<file path="src/rtl/trt_pkg.sv">
// ----------------------------------------------------------------------------
// Token race tracker package
// Table size, request and status codes, payload and state types.
// ----------------------------------------------------------------------------
package trt_pkg;

   // Number of file entries in the table
   localparam int TABLE_DEPTH = 16;
   localparam int SLOT_W      = $clog2(TABLE_DEPTH);

   typedef logic [SLOT_W-1:0] slot_idx_type;

   // Request codes
   localparam logic [1:0] REQ_START = 2'd0;
   localparam logic [1:0] REQ_END   = 2'd1;
   localparam logic [1:0] REQ_RACE  = 2'd2;

   // Status codes
   localparam logic [1:0] STAT_OK        = 2'd0;
   localparam logic [1:0] STAT_FULL      = 2'd1;
   localparam logic [1:0] STAT_NOT_FOUND = 2'd2;

   typedef struct packed {
      logic [1:0]  req_type;
      logic [63:0] fid_volume;
      logic [31:0] fid_vnode;
      logic [31:0] fid_unique;
      logic [15:0] call_race_mark;
      logic [63:0] token_type;
      logic [63:0] race_rights;
   } req_payload_type;

   typedef struct packed {
      logic [1:0]  status;
      logic [15:0] race_mark;
      logic [63:0] token_type_out;
      logic        entry_found;
   } rsp_payload_type;

   // One table entry
   typedef struct packed {
      logic [63:0] volume;
      logic [31:0] vnode;
      logic [31:0] uniq;
      logic [15:0] active;
      logic [15:0] races;
      logic [63:0] rights;
   } slot_type;

   typedef enum logic [2:0] {
      ST_IDLE   = 3'b001,
      ST_SCAN   = 3'b010,
      ST_UPDATE = 3'b100
   } state_type;

endpackage

</file>
<file path="src/rtl/token_race_tracker_core.sv">
// ----------------------------------------------------------------------------
// Token race tracker core
// Keyed file-entry table that counts token revoke races per file id.
// ----------------------------------------------------------------------------
// One item is handled at a time. After an item is accepted, a single 128-bit
// key comparator steps through the table one slot per cycle, stopping at the
// first matching slot; a miss walks all TABLE_DEPTH slots to find the lowest
// free one. The update state then writes the entry and loads the result
// register, waiting there while a stalled result register has not drained.
// A new item is taken as soon as the previous one has been handed to the
// result register, even while that result is still stalled.
module token_race_tracker_core (
   input  logic                     clock,
   input  logic                     reset,
   input  logic                     req_valid,
   output logic                     req_stall,
   input  trt_pkg::req_payload_type req_data,
   output logic                     rsp_valid,
   input  logic                     rsp_stall,
   output trt_pkg::rsp_payload_type rsp_data
);

   trt_pkg::state_type       state_ff, state_in;
   trt_pkg::req_payload_type item_ff, item_in;
   trt_pkg::slot_idx_type    scan_idx_ff, scan_idx_in;
   logic                     hit_ff, hit_in;
   trt_pkg::slot_idx_type    hit_idx_ff, hit_idx_in;
   logic                     free_ff, free_in;
   trt_pkg::slot_idx_type    free_idx_ff, free_idx_in;

   logic [trt_pkg::TABLE_DEPTH-1:0] valid_ff, valid_in;
   trt_pkg::slot_type               slot_ff [trt_pkg::TABLE_DEPTH];

   logic                     rsp_valid_ff, rsp_valid_in;
   trt_pkg::rsp_payload_type rsp_data_ff, rsp_data_in;

   logic                  accept;
   logic                  commit;
   logic                  scan_last;
   trt_pkg::slot_idx_type sel_idx;
   trt_pkg::slot_idx_type rd_idx;
   trt_pkg::slot_type     rd_slot;
   logic                  rd_valid;
   logic                  key_match;
   logic                  slot_we;
   trt_pkg::slot_type     slot_wdata;
   logic                  valid_we;
   logic                  valid_wval;
   logic [15:0]           active_dec;

   assign accept    = req_valid && !req_stall;
   assign req_stall = (state_ff != trt_pkg::ST_IDLE);
   assign commit    = (state_ff == trt_pkg::ST_UPDATE) && (!rsp_valid_ff || !rsp_stall);
   assign scan_last = (scan_idx_ff == trt_pkg::slot_idx_type'(trt_pkg::TABLE_DEPTH - 1));

   // Single read port: scan address while searching, chosen slot while updating
   assign sel_idx  = hit_ff ? hit_idx_ff : free_idx_ff;
   assign rd_idx   = (state_ff == trt_pkg::ST_SCAN) ? scan_idx_ff : sel_idx;
   assign rd_slot  = slot_ff[rd_idx];
   assign rd_valid = valid_ff[rd_idx];

   // Shared key comparator
   assign key_match = rd_valid
                   && (rd_slot.volume == item_ff.fid_volume)
                   && (rd_slot.vnode  == item_ff.fid_vnode)
                   && (rd_slot.uniq   == item_ff.fid_unique);

   assign active_dec = rd_slot.active - 16'd1;

   // Sequencer: capture item, scan slots, update
   always_comb begin
      state_in    = state_ff;
      item_in     = item_ff;
      scan_idx_in = scan_idx_ff;
      hit_in      = hit_ff;
      hit_idx_in  = hit_idx_ff;
      free_in     = free_ff;
      free_idx_in = free_idx_ff;
      case (state_ff)
         trt_pkg::ST_IDLE: begin
            if (accept) begin
               item_in     = req_data;
               scan_idx_in = '0;
               hit_in      = 1'b0;
               free_in     = 1'b0;
               state_in    = trt_pkg::ST_SCAN;
            end
         end
         trt_pkg::ST_SCAN: begin
            if (key_match) begin
               hit_in     = 1'b1;
               hit_idx_in = scan_idx_ff;
               state_in   = trt_pkg::ST_UPDATE;
            end else begin
               // remember the lowest free slot
               if (!rd_valid && !free_ff) begin
                  free_in     = 1'b1;
                  free_idx_in = scan_idx_ff;
               end
               if (scan_last) begin
                  state_in = trt_pkg::ST_UPDATE;
               end else begin
                  scan_idx_in = scan_idx_ff + 1'b1;
               end
            end
         end
         trt_pkg::ST_UPDATE: begin
            if (commit) begin
               state_in = trt_pkg::ST_IDLE;
            end
         end
         default: begin
            state_in = trt_pkg::ST_IDLE;
         end
      endcase
   end

   // Entry update and result for the scanned item
   always_comb begin
      rsp_data_in = '0;
      slot_we     = 1'b0;
      slot_wdata  = rd_slot;
      valid_we    = 1'b0;
      valid_wval  = 1'b0;
      case (item_ff.req_type)
         trt_pkg::REQ_START: begin
            if (hit_ff) begin
               rsp_data_in.entry_found = 1'b1;
               rsp_data_in.race_mark   = rd_slot.races;
               slot_wdata.active       = rd_slot.active + 16'd1;
               slot_we                 = 1'b1;
            end else if (free_ff) begin
               slot_wdata.volume = item_ff.fid_volume;
               slot_wdata.vnode  = item_ff.fid_vnode;
               slot_wdata.uniq   = item_ff.fid_unique;
               slot_wdata.active = 16'd1;
               slot_wdata.races  = 16'd0;
               slot_wdata.rights = 64'd0;
               slot_we           = 1'b1;
               valid_we          = 1'b1;
               valid_wval        = 1'b1;
            end else begin
               rsp_data_in.status = trt_pkg::STAT_FULL;
            end
         end
         trt_pkg::REQ_END: begin
            rsp_data_in.token_type_out = item_ff.token_type;
            if (hit_ff) begin
               rsp_data_in.entry_found = 1'b1;
               // drop racing rights if a race was registered since start
               if (item_ff.call_race_mark != rd_slot.races) begin
                  rsp_data_in.token_type_out = item_ff.token_type & ~rd_slot.rights;
               end
               slot_wdata.active = active_dec;
               slot_we           = 1'b1;
               if (active_dec == 16'd0) begin
                  valid_we   = 1'b1;
                  valid_wval = 1'b0;
               end
            end else begin
               rsp_data_in.status = trt_pkg::STAT_NOT_FOUND;
            end
         end
         trt_pkg::REQ_RACE: begin
            if (hit_ff) begin
               rsp_data_in.entry_found = 1'b1;
               slot_wdata.rights       = rd_slot.rights | item_ff.race_rights;
               slot_wdata.races        = rd_slot.races + 16'd1;
               slot_we                 = 1'b1;
            end
         end
         default: begin
            rsp_data_in = '0;
         end
      endcase
   end

   // Valid bits
   always_comb begin
      valid_in = valid_ff;
      if (commit && valid_we) begin
         valid_in[sel_idx] = valid_wval;
      end
   end

   // Result handshake
   always_comb begin
      rsp_valid_in = rsp_valid_ff;
      if (commit) begin
         rsp_valid_in = 1'b1;
      end else if (!rsp_stall) begin
         rsp_valid_in = 1'b0;
      end
   end

   // Control registers
   always_ff @(posedge clock) begin
      if (reset) begin
         state_ff     <= trt_pkg::ST_IDLE;
         valid_ff     <= '0;
         rsp_valid_ff <= 1'b0;
         hit_ff       <= 1'b0;
         free_ff      <= 1'b0;
         scan_idx_ff  <= '0;
      end else begin
         state_ff     <= state_in;
         valid_ff     <= valid_in;
         rsp_valid_ff <= rsp_valid_in;
         hit_ff       <= hit_in;
         free_ff      <= free_in;
         scan_idx_ff  <= scan_idx_in;
      end
   end

   // Payload registers
   always_ff @(posedge clock) begin
      item_ff     <= item_in;
      hit_idx_ff  <= hit_idx_in;
      free_idx_ff <= free_idx_in;
      if (commit) begin
         rsp_data_ff <= rsp_data_in;
      end
   end

   // Table storage
   always_ff @(posedge clock) begin
      if (commit && slot_we) begin
         slot_ff[sel_idx] <= slot_wdata;
      end
   end

   assign rsp_valid = rsp_valid_ff;
   assign rsp_data  = rsp_data_ff;

endmodule

</file>
<file path="config.mk">
export PLATFORM = sky130hd
export DESIGN_NAME = token_race_tracker_core
export DESIGN_NICKNAME = d
export VERILOG_FILES = /design/src/rtl/trt_pkg.sv /design/src/rtl/token_race_tracker_core.sv
export SDC_FILE = /design/constraint.sdc
export NUM_CORES = 2
export LEC_CHECK = 0
export ABC_AREA = 1
export BUFFER_PORTS_ARGS = -buffer_cell sky130_fd_sc_hd__buf_2
export CAP_MARGIN = 40
export CELL_PAD_IN_SITES_DETAIL_PLACEMENT = 2
export CELL_PAD_IN_SITES_GLOBAL_PLACEMENT = 2
export CORE_ASPECT_RATIO = 0.6
export CORE_UTILIZATION = 40
export DETAILED_ROUTE_END_ITERATION = 8
export HOLD_SLACK_MARGIN = 0.1
export PLACE_DENSITY = 0.81
export REMOVE_ABC_BUFFERS = 1
export SETUP_SLACK_MARGIN = 0.2
export SYNTH_ARGS = -nofsm -noshare
export SYNTH_HDL_FRONTEND = slang
export SYNTH_SLANG_ARGS = --single-unit
</file>
<file path="constraint.sdc">
create_clock -name clock -period 32.5 [get_ports clock]
set_input_delay 3.25 -clock clock [delete_from_list [all_inputs] [get_ports clock]]
set_output_delay 3.25 -clock clock [all_outputs]
set_load 0.02 [all_outputs]
</file>
Yosys cells after proc, flatten, opt, wreduce, memory -nomap -nowiden. Memories as Yosys holds them, arrays and structs flattened. Index checks and enable logic that the tools add are counted.

RAM bits: 3584. Input bits: 278. Memories kept: 1. Logic and storage cells: 129. Output and inout bits: 85. Register bits after elaboration: 391.

Memory list: slot_ff (words 16, bits a word 224, rd ports 1, clocked after memory_dff 0, wr ports 1, RTL line token_race_tracker_core.sv:32) `trt_pkg::slot_type slot_ff [trt_pkg::TABLE_DEPTH];`.

Add/subtract/negate cells: 4. Bitwise operators: 4. Reductions and logical operators: 28. Equality and inequality tests: 19. Muxes and demuxes: 51. Order comparisons: 3.

Operators by type and width (count): two-way mux 128 bit (2); two-way mux 224 bit (1); two-way mux 80 bit (2); one-hot mux 80 bit (2 select lines) (1); two-way mux 65 bit (1); bitwise AND 64 bit (1); == test 32 bit (2); == test 64 bit (1); two-way mux 64 bit (1); NOT 64 bit (1); OR 64 bit (1); adder 16 x 1 -> 16 bit (second input constant) (2); two-way mux 16 bit (2); one-hot mux 16 bit (2 select lines) (1); two-way mux 4 bit (5); two-way mux 1 bit (19); bitwise mux 16 bit (1); zero test 16 bit (1); != test 16 bit (1); subtractor 16 x 1 -> 16 bit (second input constant) (1); two-way mux 3 bit (4); < comparator 4 x 5 -> 1 bit (second input constant) (2); != test 2 bit (second input constant) (5); one-hot mux 1 bit (2 select lines) (5); 27 further kinds (46).

Logic depth before layout (Yosys ltp).
Depth after elaboration: 9. Depth in mapped cells: 31. Mapped depth without buffers: 28.

Worst setup path after synthesis. No wires, ideal clock.

Path type: input to register. Start: input port rsp_stall. End: memory slot_ff[15][0] in the netlist's numbering (enable). Data required time: 31417 ps. Path buffers: 1. Setup slack: 12489 ps. Arrival time: 18929 ps. Cell stages on the path: 6. Library setup time: 1083 ps. Path through: nand2_1 > nand2_1 > clkinv_1 > nand2_1 > clkbuf_1 > nor3_1.

Cells in the longest elaborated chain, start to end: 6.

RTL lines: start: declaration (RTL line token_race_tracker_core.sv:19) `input logic rsp_stall,`; zero test 1 bit; logical OR 1 bit (RTL line token_race_tracker_core.sv:53) `assign commit = (state_ff == trt_pkg::ST_UPDATE) && (!rsp_valid_ff || !rsp_stall);`; logical AND 1 bit (RTL line token_race_tracker_core.sv:53); logical AND 1 bit (RTL line token_race_tracker_core.sv:227) `if (commit && slot_we) begin`; two-way mux 1 bit (RTL line token_race_tracker_core.sv:227); two-way mux 1 bit (not written as such) (RTL line token_race_tracker_core.sv:228) `slot_ff[sel_idx] <= slot_wdata;`; end: declaration (RTL line token_race_tracker_core.sv:32).

Every way passes these cells.

Final worst setup path.
Start: register hit_ff. End: register scan_idx_ff[2].

Cells in the longest elaborated chain, start to end: 9. Elaborated cells between the ends (all ways): 13. Classes of those cells: eq/ne: 4; mux: 4; reduce/logical: 4; memory: 1.

RTL lines: start: declaration (RTL line token_race_tracker_core.sv:26) `logic hit_ff, hit_in;`; start signal: assignment (RTL line token_race_tracker_core.sv:209) `hit_ff <= hit_in;`; two-way mux 4 bit (*) (RTL line token_race_tracker_core.sv:57) `assign sel_idx = hit_ff ? hit_idx_ff : free_idx_ff;`; two-way mux 4 bit (*) (RTL line token_race_tracker_core.sv:58) `assign rd_idx = (state_ff == trt_pkg::ST_SCAN) ? scan_idx_ff : sel_idx;`; memory read (16 x 224 bit) / binary-select mux 1 bit (select 4 bit) (equally long branches); == test 64 bit / two-way mux 1 bit (equally long branches) (RTL line token_race_tracker_core.sv:64, token_race_tracker_core.sv:60); logical AND 1 bit (RTL line token_race_tracker_core.sv:64) `&& (rd_slot.volume == item_ff.fid_volume)`; logical AND 1 bit (RTL line token_race_tracker_core.sv:65) `&& (rd_slot.vnode == item_ff.fid_vnode)`; logical AND 1 bit (*) (RTL line token_race_tracker_core.sv:66) `&& (rd_slot.uniq == item_ff.fid_unique);`; != test 2 bit (no source line) (*); AND reduction 4 bit (no source line) (*); end signal: assignment (RTL line token_race_tracker_core.sv:211) `scan_idx_ff <= scan_idx_in;`; end: declaration (RTL line token_race_tracker_core.sv:25) `trt_pkg::slot_idx_type scan_idx_ff, scan_idx_in;`.

Every way passes the cells marked *; elsewhere a longest branch is shown, timed or not. The select of a mux whose other input is x is not followed. A chain may end at the register's enable or synchronous reset.

==> flow_metrics.env <==
export IMPL_synthArstFlopShare_pct=0
export IMPL_syn2layout_area_growth_pct=13.1
export IMPL_htree_levels=5
export IMPL_worst_setup_path_type="flip-flop to flip-flop"
export IMPL_grt_pass1_vias=134000
export IMPL_ys_warn_count=0
export IMPL_avgViaCountPerCell=6.17
export IMPL_tns_ns=0
export IMPL_hold_viol=0
export IMPL_wire_per_inst_um=34.2
export IMPL_r2r_cells=28
export IMPL_fin_crit_sh_pct=28.8
export IMPL_antenna_found_initial=45
export IMPL_synth_area_mm2=0.166
export IMPL_fp_dieH_um=501
export IMPL_skew_ns=0.116
export IMPL_place_area_mm2=0.175
export IMPL_insertion_delay_ns=1.01
export IMPL_cts_sinks=3975
export IMPL_postCtsHoldBufs=0
export IMPL_synthFlopType="edfxtp_1"
export IMPL_core_mm2=0.411
export IMPL_ff2ff_setup_slack_ns=23.15
export IMPL_setup_viol=0
export IMPL_timing_rr_end="scan_idx_ff[2]"
export IMPL_crit_reg2reg_launch="hit_ff"
export IMPL_critPathSlowestCell="buf_4"
export IMPL_drtPass1Iterations=6
export IMPL_cts_clk_slew_worst_paths_ns=0.08
export IMPL_grt_pass1_wl_mm=986
export IMPL_total_leakage_power_nw=67.5
export IMPL_die_area_mm2=0.417
export IMPL_cp_max_fo=175
export IMPL_drtAntennaViolNets=0
export IMPL_cp_start_kind="flip-flop"
export IMPL_yosysSeqAreaShare_pct=71.9
export IMPL_worst_pin_slew_ns=1.14
export IMPL_dieWidth_um=833
export IMPL_crit_required_ns=33.35
export IMPL_synth_distinct_cells=55
export IMPL_hold_depth=4
export IMPL_row_count=182
export IMPL_vias=125000
export IMPL_cts_tree="yes"
export IMPL_synth_top_area_cell="edfxtp_1"
export IMPL_routed_wl_mm=691
export IMPL_max_slew_margin_pct=24.1
export IMPL_portBuffers=362
export IMPL_place_gp_congestion=0.842
export IMPL_ys_top_cells_by_area="edfxtp_1, nand2_1, nand3_1"
export IMPL_synth_edf_count=3949
export IMPL_min_path_type="flip-flop to flip-flop"
export IMPL_synthTopCellsByCount="edfxtp_1, nand2_1, nand3_1, o21ai_0, nor2_1"
export IMPL_p_per_area_mw_per_mm2=87.1
export IMPL_post_cts_buffers=0
export IMPL_crit_path_end_kind="flip-flop"
export IMPL_grtUsageTotal_pct=32.2
export IMPL_status="completed"
export IMPL_cts_resized=0
export IMPL_synth_cells=14100
export IMPL_drc=0
export IMPL_clk_root_buffer_cell="clkbuf_16"
export IMPL_start_util_pct=40.3
export IMPL_grt_overflow=0
export IMPL_maxSlewViolCount=0
export IMPL_ir_drop_mv=0.0612
export IMPL_clock_path_buffers=4
export IMPL_max_stage_delay_ns=0.79
export IMPL_num_io_pins=363
export IMPL_drtIter0Drc=14700
export IMPL_numCtsBuffers=388
export IMPL_grt_max_degree=190
export IMPL_min_period_ns=9.35
export IMPL_fin_nets=14600
export IMPL_fmax_mhz=107
export IMPL_yosysMostFrequentCell="edfxtp_1"
export IMPL_synth_seq_cells=3975
export IMPL_max_cap_violations=0
export IMPL_rsz0062_at_grt="false"
export IMPL_final_cell_area_mm2=0.187
export IMPL_drive_gt1_share_pct=9.82
export IMPL_yosysTopAreaCellShare_pct=71.6
export IMPL_crit_path_end="scan_idx_ff[2]"
export IMPL_cp_startpoint="hit_ff"
export IMPL_synth_area_per_cell_um2=11.8
export IMPL_dp_hpwl_mm=386
export IMPL_power_total_mw=16.3
export IMPL_worstPathArrival_ns=10.20
export IMPL_timing_critical_path_mode_cell="nand2_1"
area by class of cell:
| class | count | area [µm²] |
|---|---|---|
| Antenna cell | 8 | 20.0 |
| Clock buffer | 467 | 10200 |
| Clock inverter | 240 | 2290 |
| Fill cell | 40700 | 224000 |
| Inverter | 1002 | 3800 |
| Multi-Input combinational cell | 8224 | 38800 |
| Sequential cell | 3975 | 119000 |
| Tap cell | 5520 | 6910 |
| Timing Repair Buffer | 753 | 6180 |
critical path, delay by kind of cell (launching register included):
kind                   cells  cell delay (ns)
AND/OR/NAND/NOR           21             4.47
buffers and inverters      6             3.91
flip-flops                 1             0.37
AO/OA/AOI/OAI              1             0.28
layout by cell type (no fill, tap or decap), drive strengths merged, types with 13 or more instances in the layout:
master / count
a21oi: 236
a32o: 20
buf: 752
bufinv: 42
clkbuf: 468
clkinv: 180
dfxtp: 26
edfxtp: 3949
inv: 1009
nand2: 2890
nand3: 1993
nand3b: 149
nand4: 64
nor2: 1060
nor3: 34
nor4: 15
o211ai: 186
o21ai: 1113
o221ai: 64
o22a: 39
o22ai: 283
or2: 20
xor2: 13
power breakdown:
group / switching [mW] / leakage (nW) / internal [mW]
Sequential: 0.226 / 36.0 / 6.67
Combinational: 3.74 / 25.4 / 0.935
Clock: 2.16 / 6.12 / 2.58
per-stage QoR:
stage	hold WS, ns	worst slack [ns]	utilization [%]	std cells
floorplan	0.470	-38.12	-	13200
global placement	0.501	23.90	42.0	19400
detailed placement	0.515	23.76	42.5	19500
CTS	0.526	23.40	45.5	20200
global route	0.566	22.87	45.6	20200
finish	0.522	23.15	45.6	20200
worst min-delay path by stage:
stage                 start           end  slack [ns]
3_5_place_dp    valid_ff[7]   valid_ff[7]        0.52
3_3_place_gp   valid_ff[15]  valid_ff[15]        0.50
2_1_floorplan       free_ff       free_ff        0.47
4_1_cts         valid_ff[7]   valid_ff[7]        0.53
6_report        valid_ff[7]   valid_ff[7]        0.52
5_1_grt         valid_ff[7]   valid_ff[7]        0.57
per-layer routing:
metal | track usage (%) | vias up | wire [µm]
li1 | - | 50500 | -
met3 | 6.84 | 1814 | 61700
met4 | 13.0 | 48 | 31400
met1 | 42.1 | 65600 | 271000
met2 | 52.6 | 6583 | 326000
met5 | 0 | - | 284
state kept, by name (all words and copies together) (netlist names):
signal       count
rsp_valid        1
scan_idx_ff      4
state_ff         3
free_ff          1
slot_ff       3584
valid_ff        16
hit_idx_ff       4
hit_ff           1
free_idx_ff      4
rsp_data        83
item_ff        274
kinds of logic after synthesis:
group                    after synthesis  synth area share (%)
AND/OR/NAND/NOR                     6228                  16.2
flip-flops                          3975                  71.9
AO/OA/AOI/OAI                       1965                  6.90
buffers and inverters               1876                  4.85
XOR/XNOR                              21                 0.116
adder cells (fa/ha/maj)               10                0.0755
No activity file was read; power rests on OpenSTA's default activity.
